`src/sv/pal_pkg.sv`:
```
`timescale 1ns / 1ps
// ----------------------------------------------------------------------------
// pal_pkg: shared types and codes for the positional array list
// Word formats, operation codes and the control group sent down the cell row.
// ----------------------------------------------------------------------------
package pal_pkg;

  localparam logic [2:0] OP_INS_END   = 3'd0;
  localparam logic [2:0] OP_INS_FRONT = 3'd1;
  localparam logic [2:0] OP_INS_AT    = 3'd2;
  localparam logic [2:0] OP_REM_END   = 3'd3;
  localparam logic [2:0] OP_REM_FRONT = 3'd4;
  localparam logic [2:0] OP_REM_AT    = 3'd5;
  localparam logic [2:0] OP_SEARCH    = 3'd6;
  localparam logic [2:0] OP_CLEAR     = 3'd7;

  typedef struct packed {
    logic [2:0]         operation;
    logic signed [31:0] value;
    logic [6:0]         position;
  } in_word_t;

  typedef struct packed {
    logic       accepted;
    logic [6:0] found_position;
    logic [6:0] entry_count;
    logic       is_full;
    logic       is_empty;
  } out_word_t;

  typedef enum logic [1:0] {
    CM_HOLD = 2'd0,
    CM_INS  = 2'd1,
    CM_REM  = 2'd2
  } cell_mode_e;

  typedef struct packed {
    cell_mode_e  mode;
    logic [31:0] data;
  } cell_ctl_t;

endpackage

```
`src/sv/pal_cell.sv`:
```
`timescale 1ns / 1ps
// ----------------------------------------------------------------------------
// pal_cell: one slot of the list
// Holds one entry, shifts toward or away from its neighbors and keeps a
// registered match flag against the broadcast key.
// ----------------------------------------------------------------------------
module pal_cell import pal_pkg::*; #(
  parameter int IW  = 6,
  parameter int CW  = 7,
  parameter int IDX = 0
) (
  input  logic          clk_i,
  input  cell_ctl_t     ctl_i,
  input  logic [IW-1:0] slot_i,
  input  logic [CW-1:0] count_i,
  input  logic [31:0]   left_i,
  input  logic [31:0]   right_i,
  output logic [31:0]   entry_o,
  output logic          match_o
);

  logic [31:0] entry_q, entry_d;
  logic        match_q;
  logic        above, at;

  assign above = IW'(IDX) > slot_i;
  assign at    = IW'(IDX) == slot_i;

  always_comb begin
    entry_d = entry_q;
    unique case (ctl_i.mode)
      CM_INS: begin
        if (above) entry_d = left_i;
        else if (at) entry_d = ctl_i.data;
      end
      CM_REM: begin
        if (above || at) entry_d = right_i;
      end
      default: entry_d = entry_q;
    endcase
  end

  always_ff @(posedge clk_i) begin
    entry_q <= entry_d;
    // only slots inside the live part of the list may report a hit
    match_q <= (entry_q == ctl_i.data) && (CW'(IDX) < count_i);
  end

  assign entry_o = entry_q;
  assign match_o = match_q;

endmodule

```
`config.mk`:
```
export PLATFORM = sky130hd
export DESIGN_NAME = pal_cell
export DESIGN_NICKNAME = d
export VERILOG_FILES = /design/src/sv/pal_pkg.sv /design/src/sv/pal_cell.sv
export SDC_FILE = /design/constraint.sdc
export NUM_CORES = 1
export LEC_CHECK = 0
export ABC_CLOCK_PERIOD_IN_PS = 13700
export BUFFER_PORTS_ARGS = -buffer_cell sky130_fd_sc_hd__buf_2
export CORE_MARGIN = 4
export CORE_UTILIZATION = 42
export CTS_CLUSTER_SIZE = 24
export DETAILED_ROUTE_END_ITERATION = 6
export GPL_TIMING_DRIVEN = 0
export PLACE_DENSITY_LB_ADDON = 0.25
export REMOVE_ABC_BUFFERS = 1
export SETUP_SLACK_MARGIN = 0.05
export SLEW_MARGIN = 20
export SYNTH_ARGS = -nofsm -noshare
export SYNTH_HDL_FRONTEND = slang
export SYNTH_SLANG_ARGS = --single-unit
```
`constraint.sdc`:
```
create_clock -name clk_i -period 13.7 [get_ports clk_i]
set_clock_uncertainty 0.05 [all_clocks]
set_input_delay 2.055 -clock clk_i [delete_from_list [all_inputs] [get_ports clk_i]]
set_output_delay 2.055 -clock clk_i [all_outputs]
set_load 0.03 [all_outputs]
```
After elaboration in Yosys (flattened, before gate mapping) --
Cells that the tools add are included.
Word-level totals: register bits after elaboration 33
Operators by class: order comparisons 2, equal/unequal tests 5, muxes and demuxes 4, reduce and logical (&&, ||, !) cells 5
Operators by type and width (count):
- 2-to-1 mux 32 bit | 3
- case mux 32 bit (2 select lines) | 1
- == test 32 bit | 1
- < comparator 1 x 7 -> 1 bit (first input constant) | 1
- > comparator 1 x 6 -> 1 bit (first input constant) | 1
- logical NOT 6 bit | 1
- != test 3 bit (second input constant) | 1
- AND reduction 3 bit | 1
- == test 2 x 1 -> 1 bit (second input constant) | 1
- == test 2 bit (second input constant) | 1
- != test 2 bit (second input constant) | 1
- nonzero test 2 bit | 1
- logical AND 1 bit | 1
- logical OR 1 bit | 1

Longest topological paths before layout --
depth in word-level cells 4, depth in mapped cells 4, depth with buffers taken out 4

Worst setup path before layout --
No wires, ideal clock.
kind input -> register, start input port slot_i[3], end register entry_q[0] (netlist: entry_o[0]) (enable), arrival 5.689 ns, slack 7.456 ns, stages 2, path buffers 0, cell sequence or4_1 nor4_1
Between the ends: longest elaborated chain between the ends 4, elaborated cells on any way between the ends 6, those cells by class 1 x order compare; 2 x eq/ne; 3 x reduce/logical
Ends and longest elaborated chain:
- from (decl) | line pal_cell.sv:14 | input logic [IW-1:0] slot_i,
- > comparator 1 x 6 -> 1 bit / logical NOT 6 bit (equally long branches) | line pal_cell.sv:26, pal_cell.sv:27
- logical OR 1 bit | line pal_cell.sv:37 | if (above || at) entry_d = right_i;
- != test 2 bit (no line)
- AND reduction 3 bit (no line) *
- to (signal assigned) | line pal_cell.sv:44 | entry_q <= entry_d;
- to (decl) | line pal_cell.sv:22 | logic [31:0] entry_q, entry_d;
Mark *: on every way between the ends. The rest lies on a longest branch, timed or not. A chain may end at the register's enable or synchronous reset.

Worst setup path after layout --
start input port slot_i[3], end register entry_q[8] (netlist: entry_o[8]) (enable)
Same word-level chain as after synthesis.

==> metrics.cfg <==
[finish]
filler_cell_count=351
drive_above_1_share_pct=67.50
post-route-util_pct=62.78
fin_area_um2=2547
antennaDiodeCount=0
areaGrowthSynthToFinish_pct=42.88
layoutNonFillerInstCount=290
nNetsFinal=351

[placement]
port_buffers=112
place_congestion=0.7124
place_ws_ps=9785
dpl_cell_area_um2=2446
dp_hpwl_um=3444
post-place-cells=282

[clock_network]
clk_pin_slew_ps=70
cts_resized=0
cts_max_level=2
cts_buffers=5
cts_setup_buffers=0
cts_root_buffer=clkbuf_8
clock_latency_ps=280
clk_path_buf_depth=2
cts_hold_buf=0
tritoncts=done
cts_sinks=33

[logic_synthesis]
syn_avg_cell_area_um2=15.11
seq_area_frac_synth_pct=55.02
postSynthCellCount=118
netlist_area_um2=1783
synth_area_leader_cell=edfxtp_1
synth_top_area_share_pct=53.89
yosysUniqueCellTypes=16
yosys_warnings=0
ys_ff_latch=33
synth_area_leaders=edfxtp_1 54%, mux2_2 19%, xor2_1 14%, xnor2_1 2.5%, nor4_1 2.1%

[floorplan]
rows=23
die_x_um=73.16
initial_core_util_pct=43.94
die_area_um2=5352
core_area_um2=4058
boundaryPins=145
die_h_um=73.16

[sta]
setup_tns_ps=0
holdWs_ps=545.1
tightestPinTransition_ps=421.7
final-max-slew-violation-count=0
finalCritPeriodShare_pct=26.22
fin_ws_ps=10110
setup_viol=0
max_freq_ghz=0.2784
relSlewSlack_pct=71.83
grt_setup_unrepaired=no
hold_violations=0
layout_min_cycle_time_ps=3592

[routing]
drt-pass1-iter-count=4
first_iter_violations=34
post-route-drc-count=0
dr_total_vias=1372
via_per_inst=4.731
final_antenna_net_count=0
post_drt_wl_per_cell_um=14.05
drt_wl_total_um=4075

[worst_setup_path]
critPathMaxFanout=8
critPathTopFamily=simple AND/OR/NAND/NOR gates
crit_path_top_delay_cell=or4_1
crit_start=slot_i[3]
arrival_ps=3530
cpPeakStageDelay_ps=530
crit_top_cell=buf_2
setup.worst_path.end_class=flip-flop
crit_type=in -> reg
rr_startpoint=entry_o[31]
worstPathRequired_ps=13640
critPathLaunchType=input pin
critPathBufInv=3
cp.depth=5
reg2reg_depth=4
crit_chain=buf_2, or4_1, nor4_2, buf_2, buf_2

[global_route]
grt_first_pass_wirelength_um=6430
grt_pass1_vias=1446
overflow=0
grt_use_total_pct=15.80
antenna_found_initial=0
grt_max_degree=22

[power_and_ir_drop]
p_leak_nw=1.098
ir_worst_vdd_v=0.00006055
p_per_area_nw_per_um2=88.38
p_total_mw=0.2251

[hold_path]
hp-class=reg -> reg
worstHoldStart=entry_o[25]
hold_path_depth=3

[job]
drv_cap=0

[run_status]
status=complete, no violations

[cells in the mapped netlist]
cell and instances:
nor3_1 1, or4_1 1, nor4_2 3, dfxtp_1 1, clkbuf_1 1, edfxtp_1 32, nor2b_1 1, buf_4 3
nand3_1 1, a2111oi_2 1, xor2_1 28, nor4_1 6, nand4_1 2, mux2_1 2, xnor2_1 5, mux2_2 30
[tightest hold or removal path: stages (launching register included)]
cell       delay, ps
edfxtp_1         360
xnor2_1           70
nand4_1           90
a2111oi_2         40
[logic make-up (layout without fill, tap and decap cells)]
logic type | after synthesis | in the layout | synth area share, %
and+or+nand+nor | 15 | 15 | 6.246
DFF | 33 | 33 | 55.02
buffers and inverters | 4 | 126 | 1.473
AOI/OAI and AO/OA | 1 | 1 | 0.8419
xor gates and xnor gates | 33 | 33 | 16.21
muxes | 32 | 32 | 20.21
[power by group]
part / total, mW / internal (mW) / switching, mW
sequential: 0.113 / 0.112 / 0.000424
clock: 0.0806 / 0.0454 / 0.0352
combinational: 0.0320 / 0.0190 / 0.0129
[state kept, by name, indices dropped and copies added, names as in the netlist]
signal and flops:
entry_o 32, match_o 1
[path summary, 6_finish.rpt]
path	to	slack, ps
max	entry_o[8]	10110
min	match_o	550
max reg2reg	match_o	12160
min reg2reg	match_o	550
[per-layer routing]
layer / up-vias / track usage [%] / wire (um)
li1: 689 / - / -
met1: 617 / 17.60 / 1475
met2: 62 / 27.51 / 2130
met3: 4 / 6.612 / 432
met4: 0 / 4.303 / 37
met5: - / 0 / 0
[area by class of cell]
type	instances	area [um^2]	share of cell area, %
well taps	50	62.56	2.456
repair buffers	118	613.1	24.07
clock buffers	7	96.34	3.782
flip-flops and latches	33	980.9	38.51
clock inverters	1	5.005	0.1965
multi-input cells	81	789.5	30.99
[cell usage in the layout (no fill, tap or decap), drive strengths merged]
cell and instances:
edfxtp 32, nor2b 1, nor3 1, clkinv 1, clkbuf 7, buf 118, mux2 32, a2111oi 1
nand3 1, nand4 2, nor4 9, or4 1, xnor2 5, xor2 28, dfxtp 1
Power figures use the tool's default switching activity.
